**src/assert_macros.svh**
```systemverilog
// Assertion helpers shared by the RTL; compiled out for synthesis.
`ifndef ASSERT_MACROS_SVH
`define ASSERT_MACROS_SVH

`ifndef SYNTHESIS

// Same-cycle implication, sampled on clk, quiet while rst_n is low.
`define ASSERT_IMPLY(label, ante, cons) \
    label: assert property (@(posedge clk) disable iff (!rst_n) (ante) |-> (cons)) \
        else $error("assertion failed: label");

// Next-cycle implication, sampled on clk, quiet while rst_n is low.
`define ASSERT_NEXT(label, ante, cons) \
    label: assert property (@(posedge clk) disable iff (!rst_n) (ante) |=> (cons)) \
        else $error("assertion failed: label");

`else

`define ASSERT_IMPLY(label, ante, cons)
`define ASSERT_NEXT(label, ante, cons)

`endif

`endif

```
**src/agc_pkg.sv**
```systemverilog
`default_nettype none

package agc_pkg;

    localparam int unsigned SAMPLE_W = 16;
    localparam int unsigned MAG_W    = 17;
    localparam int unsigned GAIN_W   = 22;
    localparam int unsigned OUT_W    = 22;
    localparam int unsigned RATE_W   = 16;
    localparam int unsigned REF_W    = 15;
    localparam int unsigned OPND_W   = 22;
    localparam int unsigned PROD_W   = 2 * OPND_W;
    localparam int unsigned S_DATA_W = 16;
    localparam int unsigned M_DATA_W = 48;
    localparam int unsigned CFG_IDX_W  = 2;
    localparam int unsigned CFG_DATA_W = 22;
    localparam int unsigned STEP_W   = 27;
    localparam int unsigned SUM_W    = 28;

    localparam logic [RATE_W-1:0] ATTACK_RESET = 16'd6554;
    localparam logic [RATE_W-1:0] DECAY_RESET  = 16'd6554;
    localparam logic [REF_W-1:0]  REF_RESET    = 15'd4096;
    localparam logic [GAIN_W-1:0] MAXG_RESET   = 22'd3276800;
    localparam logic [GAIN_W-1:0] GAIN_RESET   = 22'd65536;
    localparam logic [GAIN_W-1:0] GAIN_FLOOR   = 22'd7;
    localparam logic [GAIN_W-1:0] GAIN_ONES    = 22'h3FFFFF;
    localparam logic [OUT_W-1:0]  OUT_POS_MAX  = 22'd2097151;
    localparam logic [OUT_W-1:0]  OUT_NEG_MAX  = 22'd2097152;

    localparam logic [CFG_IDX_W-1:0] REG_ATTACK = 2'd0;
    localparam logic [CFG_IDX_W-1:0] REG_DECAY  = 2'd1;
    localparam logic [CFG_IDX_W-1:0] REG_REF    = 2'd2;
    localparam logic [CFG_IDX_W-1:0] REG_MAXG   = 2'd3;

    typedef enum logic [2:0] {
        ST_IDLE,
        ST_MUL_SAMPLE,
        ST_ERROR,
        ST_MUL_RATE,
        ST_UPDATE
    } state_t;

    typedef struct packed {
        logic take;
        logic mul_en;
        logic sel_rate;
        logic err_en;
        logic upd_en;
    } seq_ctrl_t;

endpackage

`default_nettype wire

```
**src/agc_mul.sv**
```systemverilog
`default_nettype none

// Shared unsigned multiplier with a registered product.
module agc_mul
    import agc_pkg::*;
(
    input  wire logic              clk,
    input  wire logic              en,
    input  wire logic [OPND_W-1:0] a,
    input  wire logic [OPND_W-1:0] b,
    output logic      [PROD_W-1:0] p
);

    logic [PROD_W-1:0] p_reg;

    always_ff @(posedge clk)
    begin
        if (en)
        begin
            p_reg <= PROD_W'(a) * PROD_W'(b);
        end
    end

    assign p = p_reg;

endmodule

`default_nettype wire

```
**src/agc_seq.sv**
```systemverilog
`default_nettype none

// Sequencer: two multiplier passes per item, result held in the output register.
module agc_seq
    import agc_pkg::*;
(
    input  wire logic clk,
    input  wire logic rst_n,
    input  wire logic s_tvalid,
    input  wire logic out_busy,
    output logic      s_tready,
    output state_t    state,
    output seq_ctrl_t ctrl
);

    state_t state_reg;
    state_t state_next;

    always_ff @(posedge clk or negedge rst_n)
    begin
        if (!rst_n)
        begin
            state_reg <= ST_IDLE;
        end
        else
        begin
            state_reg <= state_next;
        end
    end

    always_comb
    begin
        state_next = state_reg;
        case (state_reg)
            ST_IDLE:
            begin
                if (s_tvalid)
                begin
                    state_next = ST_MUL_SAMPLE;
                end
            end
            ST_MUL_SAMPLE: state_next = ST_ERROR;
            ST_ERROR:      state_next = ST_MUL_RATE;
            ST_MUL_RATE:   state_next = ST_UPDATE;
            ST_UPDATE:
            begin
                // hold until the output register can take the result
                if (!out_busy)
                begin
                    state_next = ST_IDLE;
                end
            end
            default:       state_next = ST_IDLE;
        endcase
    end

    always_comb
    begin
        ctrl     = '0;
        s_tready = 1'b0;
        case (state_reg)
            ST_IDLE:
            begin
                s_tready  = 1'b1;
                ctrl.take = s_tvalid;
            end
            ST_MUL_SAMPLE: ctrl.mul_en = 1'b1;
            ST_ERROR:      ctrl.err_en = 1'b1;
            ST_MUL_RATE:
            begin
                ctrl.mul_en   = 1'b1;
                ctrl.sel_rate = 1'b1;
            end
            ST_UPDATE:     ctrl.upd_en = !out_busy;
            default:       ctrl = '0;
        endcase
    end

    assign state = state_reg;

endmodule

`default_nettype wire

```
**src/attack_decay_agc.sv**
```systemverilog
`default_nettype none

// Attack/decay automatic gain control. Each item on s_* carries one signed
// Q4.12 sample; the block multiplies it by the stored gain (unsigned Q6.16,
// 1.0 after reset) and returns the rounded, saturated Q10.12 product together
// with the gain after this sample's update. The update subtracts error * rate
// from the gain, where error = |output| - reference_level and the rate is
// the attack rate when the error (scaled to gain units) exceeds the gain, else
// the decay rate. A gain that would go negative becomes 7 (about 1e-4), and the
// gain is clamped to the gain ceiling unless the ceiling is zero. Each item
// is processed completely before the next item can be accepted: the single
// multiplier is used twice per item (sample times gain, then error times
// rate), each pass followed by rounding and compare logic, and the
// second pass needs the first one's result. The result sits in an output
// register, so the next item is taken while the result waits; the block only
// stalls if a second result is ready before the first has been taken.
// Configuration registers may be written whenever no item is in flight.
module attack_decay_agc
    import agc_pkg::*;
(
    input  wire logic                  clk,
    input  wire logic                  rst_n,
    // slave stream
    input  wire logic                  s_tvalid,
    output logic                       s_tready,
    input  wire logic [S_DATA_W-1:0]   s_tdata,   // [15:0] sample_in
    input  wire logic                  s_tlast,   // last_in_block
    // master stream
    output logic                       m_tvalid,
    input  wire logic                  m_tready,
    output logic      [M_DATA_W-1:0]   m_tdata,   // [21:0] sample_out, [43:22] gain_out
    output logic                       m_tlast,   // last_out
    // configuration write port
    input  wire logic                  cfg_we,
    input  wire logic [CFG_IDX_W-1:0]  cfg_index,
    input  wire logic [CFG_DATA_W-1:0] cfg_data
);

    // configuration registers
    logic [RATE_W-1:0] attack_reg;
    logic [RATE_W-1:0] decay_reg;
    logic [REF_W-1:0]  ref_reg;
    logic [GAIN_W-1:0] maxg_reg;

    always_ff @(posedge clk or negedge rst_n)
    begin
        if (!rst_n)
        begin
            attack_reg <= ATTACK_RESET;
            decay_reg  <= DECAY_RESET;
            ref_reg    <= REF_RESET;
            maxg_reg   <= MAXG_RESET;
        end
        else if (cfg_we)
        begin
            case (cfg_index)
                REG_ATTACK: attack_reg <= cfg_data[RATE_W-1:0];
                REG_DECAY:  decay_reg  <= cfg_data[RATE_W-1:0];
                REG_REF:    ref_reg    <= cfg_data[REF_W-1:0];
                REG_MAXG:   maxg_reg   <= cfg_data[GAIN_W-1:0];
                default:    ;
            endcase
        end
    end

    // sequencer
    state_t    state;
    seq_ctrl_t ctrl;
    logic      out_busy;
    logic      out_valid_reg;

    assign out_busy = out_valid_reg && !m_tready;

    agc_seq u_seq (
        .clk      (clk),
        .rst_n    (rst_n),
        .s_tvalid (s_tvalid),
        .out_busy (out_busy),
        .s_tready (s_tready),
        .state    (state),
        .ctrl     (ctrl)
    );

    // capture the sample as sign and magnitude
    logic [MAG_W-1:0] raw_ext;
    logic [MAG_W-1:0] smag_in;
    logic [MAG_W-1:0] smag_reg;
    logic             neg_reg;
    logic             last_reg;

    assign raw_ext = {s_tdata[SAMPLE_W-1], s_tdata[SAMPLE_W-1:0]};
    assign smag_in = s_tdata[SAMPLE_W-1] ? (~raw_ext + MAG_W'(1)) : raw_ext;

    always_ff @(posedge clk)
    begin
        if (ctrl.take)
        begin
            smag_reg <= smag_in;
            neg_reg  <= s_tdata[SAMPLE_W-1];
            last_reg <= s_tlast;
        end
    end

    // shared multiplier: sample * gain first, then error * rate
    logic [GAIN_W-1:0] gain_reg;
    logic [GAIN_W-1:0] emag_reg;
    logic              eneg_reg;
    logic [RATE_W-1:0] rate_reg;
    logic [OPND_W-1:0] mul_a;
    logic [OPND_W-1:0] mul_b;
    logic [PROD_W-1:0] prod;

    assign mul_a = ctrl.sel_rate ? emag_reg : OPND_W'(smag_reg);
    assign mul_b = ctrl.sel_rate ? OPND_W'(rate_reg) : gain_reg;

    agc_mul u_mul (
        .clk (clk),
        .en  (ctrl.mul_en),
        .a   (mul_a),
        .b   (mul_b),
        .p   (prod)
    );

    // error stage: round Q.28 to Q.12, saturate, form error and pick rate
    logic [OUT_W+1:0]  prod_rnd;
    logic [OUT_W-1:0]  sat_lim;
    logic [OUT_W-1:0]  omag;
    logic [OUT_W-1:0]  sample_bits;
    logic [GAIN_W-1:0] emag;
    logic              eneg;
    logic [RATE_W-1:0] rate_sel;
    logic [OUT_W-1:0]  sample_reg;

    assign prod_rnd = (OUT_W+2)'(prod[38:16]) + (OUT_W+2)'(prod[15]);
    assign sat_lim  = neg_reg ? OUT_NEG_MAX : OUT_POS_MAX;
    assign omag     = (prod_rnd > (OUT_W+2)'(sat_lim)) ? sat_lim : prod_rnd[OUT_W-1:0];
    assign sample_bits = neg_reg ? (~omag + OUT_W'(1)) : omag;
    assign eneg     = omag < OUT_W'(ref_reg);
    assign emag     = eneg ? (OUT_W'(ref_reg) - omag) : (omag - OUT_W'(ref_reg));
    assign rate_sel = ({emag, 4'b0000} > {4'b0000, gain_reg}) ? attack_reg : decay_reg;

    always_ff @(posedge clk)
    begin
        if (ctrl.err_en)
        begin
            sample_reg <= sample_bits;
            emag_reg   <= emag;
            eneg_reg   <= eneg;
            rate_reg   <= rate_sel;
        end
    end

    // update stage: round the step to Q.16, apply it, floor and clamp
    logic [STEP_W-1:0] dmag;
    logic [SUM_W-1:0]  ng;
    logic [SUM_W-1:0]  ng_clip;
    logic [GAIN_W-1:0] gain_next;

    assign dmag = STEP_W'(prod[37:12]) + STEP_W'(prod[11]);

    always_comb
    begin
        if (eneg_reg)
        begin
            ng = SUM_W'(gain_reg) + SUM_W'(dmag);
        end
        else if (SUM_W'(dmag) > SUM_W'(gain_reg))
        begin
            ng = SUM_W'(GAIN_FLOOR);
        end
        else
        begin
            ng = SUM_W'(gain_reg) - SUM_W'(dmag);
        end
        ng_clip = ng;
        if ((maxg_reg != '0) && (ng_clip > SUM_W'(maxg_reg)))
        begin
            ng_clip = SUM_W'(maxg_reg);
        end
        if (ng_clip > SUM_W'(GAIN_ONES))
        begin
            ng_clip = SUM_W'(GAIN_ONES);
        end
        gain_next = ng_clip[GAIN_W-1:0];
    end

    always_ff @(posedge clk or negedge rst_n)
    begin
        if (!rst_n)
        begin
            gain_reg <= GAIN_RESET;
        end
        else if (ctrl.upd_en)
        begin
            gain_reg <= gain_next;
        end
    end

    // output register
    logic [M_DATA_W-1:0] tdata_reg;
    logic                tlast_reg;

    always_ff @(posedge clk or negedge rst_n)
    begin
        if (!rst_n)
        begin
            out_valid_reg <= 1'b0;
        end
        else if (ctrl.upd_en)
        begin
            out_valid_reg <= 1'b1;
        end
        else if (m_tready)
        begin
            out_valid_reg <= 1'b0;
        end
    end

    always_ff @(posedge clk)
    begin
        if (ctrl.upd_en)
        begin
            tdata_reg <= {(M_DATA_W-OUT_W-GAIN_W)'(0), gain_next, sample_reg};
            tlast_reg <= last_reg;
        end
    end

    assign m_tvalid = out_valid_reg;
    assign m_tdata  = tdata_reg;
    assign m_tlast  = tlast_reg;

`include "assert_macros.svh"

    `ASSERT_NEXT(a_gain_clamped, ctrl.upd_en, (maxg_reg == '0) || (gain_reg <= maxg_reg))
    `ASSERT_NEXT(a_take_starts, s_tvalid && s_tready, state == ST_MUL_SAMPLE)
    `ASSERT_NEXT(a_update_holds, (state == ST_UPDATE) && out_busy, (state == ST_UPDATE) && m_tvalid)

endmodule

`default_nettype wire
```
**config.mk**
```make
export PLATFORM = sky130hd
export DESIGN_NAME = attack_decay_agc
export DESIGN_NICKNAME = d
export VERILOG_FILES = /design/src/agc_pkg.sv /design/src/agc_mul.sv /design/src/agc_seq.sv /design/src/attack_decay_agc.sv
export VERILOG_INCLUDE_DIRS = /design/src /design/src/src
export SDC_FILE = /design/constraint.sdc
export NUM_CORES = 2
export LEC_CHECK = 0
export BUFFER_PORTS_ARGS = -buffer_cell sky130_fd_sc_hd__buf_2
export CORE_ASPECT_RATIO = 0.8
export CORE_UTILIZATION = 55
export DETAILED_ROUTE_END_ITERATION = 8
export PLACE_DENSITY = 0.73
export SYNTH_ARGS = -nofsm -noshare
export SYNTH_HDL_FRONTEND = slang
export SYNTH_HIERARCHICAL = 1
export SYNTH_SLANG_ARGS = --single-unit
export TNS_END_PERCENT = 1
```
**constraint.sdc**
```tcl
create_clock -name clk -period 22.6 [get_ports clk]
set_clock_uncertainty 0.1 [all_clocks]
set_input_delay 1.13 -clock clk [delete_from_list [all_inputs] [get_ports clk]]
set_output_delay 1.13 -clock clk [all_outputs]
set_load 0.05 [all_outputs]
```
# Word level (Yosys, flattened, before mapping)
# Index checks and enable logic that the tools add are counted.
[word_totals]
reg_bits = 259
out_inout_bits = 51
word_cells = 81
[op_classes]
n_addsub = 8
n_mul = 1
magnitude_cmp = 6
n_eq_ne = 9
mux = 23
n_bitwise = 2
n_reduce_logical = 14
[ops]
columns = ["cell", "count"]
rows = [
  ["$mux W22", 7],
  ["$mux W28", 3],
  ["$mul A22 B22 Y39", 1],
  ["$add A22 B27 Y28", 1],
  ["$gt A28 B22 Y1", 1],
  ["$gt A28 B22 Y1 const B", 1],
  ["$sub A22 B27 Y28", 1],
  ["$add A26 B1 Y27", 1],
  ["$gt A27 B22 Y1", 1],
  ["$gt A26 B22 Y1", 1],
  ["$add A23 B1 Y24", 1],
  ["$gt A24 B22 Y1", 1],
  ["$add A22 B1 Y22 const B", 1],
  ["$lt A22 B15 Y1", 1],
  ["$not A22 Y22", 1],
  ["$reduce_bool A22 Y1", 1],
  ["$sub A15 B22 Y22", 1],
  ["$sub A22 B15 Y22", 1],
  ["$add A17 B1 Y17 const B", 1],
  ["$not A17 Y17", 1],
  ["$mux W16", 1],
  ["$mux W15", 1],
  ["$pmux W3 S5", 1],
  ["$reduce_and A2 Y1", 5],
  ["other kinds (14)", 27],
]

# Logic depth before layout (Yosys ltp)
[depth]
word_depth = 9
mapped_depth = 46
depth_no_buf = 40

# By module
# Netlist, hierarchy kept.
[modules_own_cells]
columns = ["mod", "n_inst", "cells_each", "area_each_um2", "seq_area_each_um2"]
rows = [
  ["agc_mul", 1, 1841, 17187.7, 1321.3],
  ["attack_decay_agc", 1, 1671, 16120.5, 6079.6],
  ["agc_seq", 1, 17, 172.7, 75.1],
]

# Worst setup path after synthesis
# OpenSTA, ideal clock, no wires.
[synth_timing]
path_kind = "flip-flop to flip-flop"
startpoint = "register u_mul.p_reg[15], in the netlist u_mul/p[15]"
endpoint = "register rate_reg[10], data pin"
t_arrival_ps = 9622
t_required_ps = 22240
setup_slack_ps = 12618
path_stages_with_launch = 44
path_buffers = 6
path_cell_list = "edfxtp_1 ha_1 ha_1 inv_1 or4_4 xnor2_1 ha_1 nand4_1 or4_4 o211ai_2 a31oi_1 or3_1 buf_6 clkbuf_1 clkbuf_1 o21ai_0 inv_1 ha_1 [... 8 more ...] o21ai_0 a221o_1 a31oi_1 xnor2_1 ha_1 a21o_1 a21o_1 a21o_1 a21o_1 a221o_1 a21o_1 a21oi_1 o21ai_0 a21oi_1 or4b_1 buf_2 buf_6 mux2_4"
[synth_between]
elab_chain_len = 7
elab_cells_between_ends = 9
classes_between = "add/sub (3); order compare (3); mux (3)"
[synth_rtl]
columns = ["item", "line", "rtl"]
rows = [
  ["start: declaration", "agc_mul.sv:14", "logic [PROD_W-1:0] p_reg;"],
  ["start signal: assignment", "agc_mul.sv:20", "p_reg <= PROD_W'(a) * PROD_W'(b);"],
  ["$add A23 B1 Y24 *", "attack_decay_agc.sv:134", "assign prod_rnd = (OUT_W+2)'(prod[38:16]) + (OUT_W+2)'(prod[15]);"],
  ["$gt A24 B22 Y1", "attack_decay_agc.sv:136", "assign omag = (prod_rnd > (OUT_W+2)'(sat_lim)) ? sat_lim : prod_rnd[OUT_W-1:0];"],
  ["$mux W22 *", "attack_decay_agc.sv:136", ""],
  ["$sub A22 B15 Y22, or another cell as far along", "attack_decay_agc.sv:139", "assign emag = eneg ? (OUT_W'(ref_reg) - omag) : (omag - OUT_W'(ref_reg));"],
  ["$mux W22 *", "attack_decay_agc.sv:139", ""],
  ["net emag[7]", "attack_decay_agc.sv:129", "logic [GAIN_W-1:0] emag;"],
  ["$gt A26 B22 Y1 *", "attack_decay_agc.sv:140", "assign rate_sel = ({emag, 4'b0000} > {4'b0000, gain_reg}) ? attack_reg : decay_reg;"],
  ["$mux W16 *", "attack_decay_agc.sv:140", ""],
  ["net rate_sel[10]", "attack_decay_agc.sv:131", "logic [RATE_W-1:0] rate_sel;"],
  ["end signal: assignment", "attack_decay_agc.sv:149", "rate_reg <= rate_sel;"],
  ["end: declaration", "attack_decay_agc.sv:108", "logic [RATE_W-1:0] rate_reg;"],
]
# The timed path passes the listed nets; every way through them passes the cells marked *.
# A chain may end at the register's enable or synchronous reset.

# Final worst setup path
[layout_timing]
startpoint = "register u_mul.p_reg[15], in the netlist u_mul/p[15]"
endpoint = "register rate_reg[1], data pin"
# Same word-level chain as after synthesis.

==> results.md <==
* GPL Wtd Cong at 1.00
* CP endpoint kind: register
* CTS resizes at 0
* Crit path to: rate_reg[1]$_DFFE_PP_
* Residual DRC at 0
* Tightest Pin Transition at 1.15 ns
* WP data required at 22.82 ns
* Cells after Synth at ~3400
* Hold Vio Cnt, Final at 0
* Worst-Skew Late Latency at roughly 0.58 ns
* Final min period at roughly 12 ns
* Final worst slack at between 10 and 15 ns
* Row Count at 78
* Max FO, Critical Path at 36
* Worst setup startpoint: u_mul/p[15]$_DFFE_PP_
* Layout cells sized above 1 at a little over a tenth
* Drt total wl at between 90000 and 100000 um
* CP max stage cell: or4b_1
* Starting DRT DRC Count at 2477
* DIE AREA at a little under 60000 um2
* Ports at 97
* Slew Viols, Final at 0
* Port Buffers at 92
* CTS root buffer: clkbuf_16
* R2R cell count at 37
* Synthesized area per cell at 9.43 um2
* Antenna-violating nets left at 0
* Largest net degree at the start of global routing at 70
* Reg2reg start: u_mul/p[15]$_DFFE_PP_
* Final setup violating endpoints at 0
* WP buf/inv at 3
* Via count at ~25000
* CP Launch Type: register
* Nets at ~4100
* Total negative slack at 0 ns
* Max incr delay on CP at approximately 0.93 ns
* Arr. time, crit path at roughly 12 ns
* Number of global-route vias before repair at 24300
* Stages on worst setup path at 37
* FF-to-FF End: rate_reg[1]$_DFFE_PP_
* CP top delay family: compound AO/OA/AOI/OAI gates
* CTS Buffer Depth at 3
* Pre-CTS WS at approximately 11 ns
* Ys Warns at 6
* Core Region at roughly 57000 um2
* Clk pin slew, worst setup/hold paths at 0.07 ns
* Post-Route Utilization at 59.5%
* Clk sinks at ~250
* Pre-Repair DR Iteration Count at 6
* Post-Syn Area at 32100 um2
* Die W at 272 um
* Inserted Clock Buffers at 25
* H-tree depth at 1
* Status: finished, final reports clean
* Global Route Usage Sum at between 30% and 40%
* WL per Instance at roughly 22 um
* Routed vias/inst at slightly below 6
* Initial antenna violation count at 0
* # hold bufs at CTS at 0
* FMAX at approximately 0.082 GHz
* Worst R2R Setup Slack at about 10 ns
* CTS tree: built
* Worst hold path type: register to register
* Critical path class: register to register
* Number of setup buffers added after CTS at 0
* Die Y at 218 um
* Relative slew slack at between 20 and 25%
* First-pass GRT wire length at between 100000 and 150000 um
* Starting Density at about 56%
* RSZ-0062 raised after global routing: false
* Post-DP HPWL at 72300 um
* Top cell by count, worst path: a21o_1
* Number of flip-flops in the largest register at 44
* GRT overflow at 0
* Area grow syn2layout at 5.86%
* Post-route clock period utilization at a little over half
* MaxCap Viol Count at 0
==> routing by layer <==
layer / GRT usage [%] / share of wire, % / vias up
met3: 5.99 / 9.6 / 94
li1: - / - / 11100
met1: 49.6 / 47 / 12500
met4: 5.36 / 1.6 / 0
met5: 0 / 0 / -
met2: 45.0 / 42 / 1111
==> layout make-up <==
type	count	area, um2
antenna	1	2.50
clock buffer	28	658
clock inverter	18	180
fill	4966	23200
inverter	558	2100
multi-input combinational	2423	22400
sequential	248	7000
tap	760	951
timing repair buffer	134	778
==> worst min-delay path by stage <==
stage                                        start                     to  cells after the start
after CTS                 sample_reg[17]$_DFFE_PP_  m_tdata[17]$_DFFE_PP_                      0
final                     sample_reg[17]$_DFFE_PP_  m_tdata[17]$_DFFE_PP_                      0
after floorplan            sample_reg[0]$_DFFE_PP_   m_tdata[0]$_DFFE_PP_                      0
after detailed placement  sample_reg[18]$_DFFE_PP_  m_tdata[18]$_DFFE_PP_                      0
after global routing      sample_reg[13]$_DFFE_PP_  m_tdata[13]$_DFFE_PP_                      0
after global placement          last_reg$_DFFE_PP_      m_tlast$_DFFE_PP_                      0
==> worst reg2reg max path: cells and delay by family (launching register included) <==
kind / cells / cell delay (ns)
compound gates: 19 / 4.02
xor+xnor: 2 / 0.95
fa+ha+maj: 5 / 1.59
buf+inv: 3 / 0.70
flops: 1 / 0.40
mux: 2 / 0.81
simple gates: 6 / 3.31
==> through the flow <==
step | std cells | hold slack, ns | area (um2)
2_1_floorplan | 3412 | 0.300 | 32100
3_3_place_gp | 4123 | 0.301 | 33200
3_5_place_dp | 4123 | 0.305 | 33200
4_1_cts | 4169 | 0.318 | 34000
5_1_grt | 4169 | 0.325 | 34000
6_report | 4170 | 0.316 | 34000
==> placed cells by master (no fill, tap or decap), drive strengths merged, types with 14 or more instances in the layout <==
cell type and n:
a21oi 152, nand2 370, nor2b 22, a21o 53, nand3 44, nor3 31, o31ai 24, buf 134
dfstp 19, fa 396, clkbuf 28, a31oi 17, a221oi 16, a211oi 18, nand4 44, xor2 32
dfrtp 76, nor4 20, xnor2 72, edfxtp 153, mux2 127, o22a 25, and2 238, inv 562
ha 278, o21a 14, nor2 112, o21ai 120
Power is left out: the tool's default activity adds up to more than one toggle a clock period on the data nets, which glitch-free logic cannot reach.
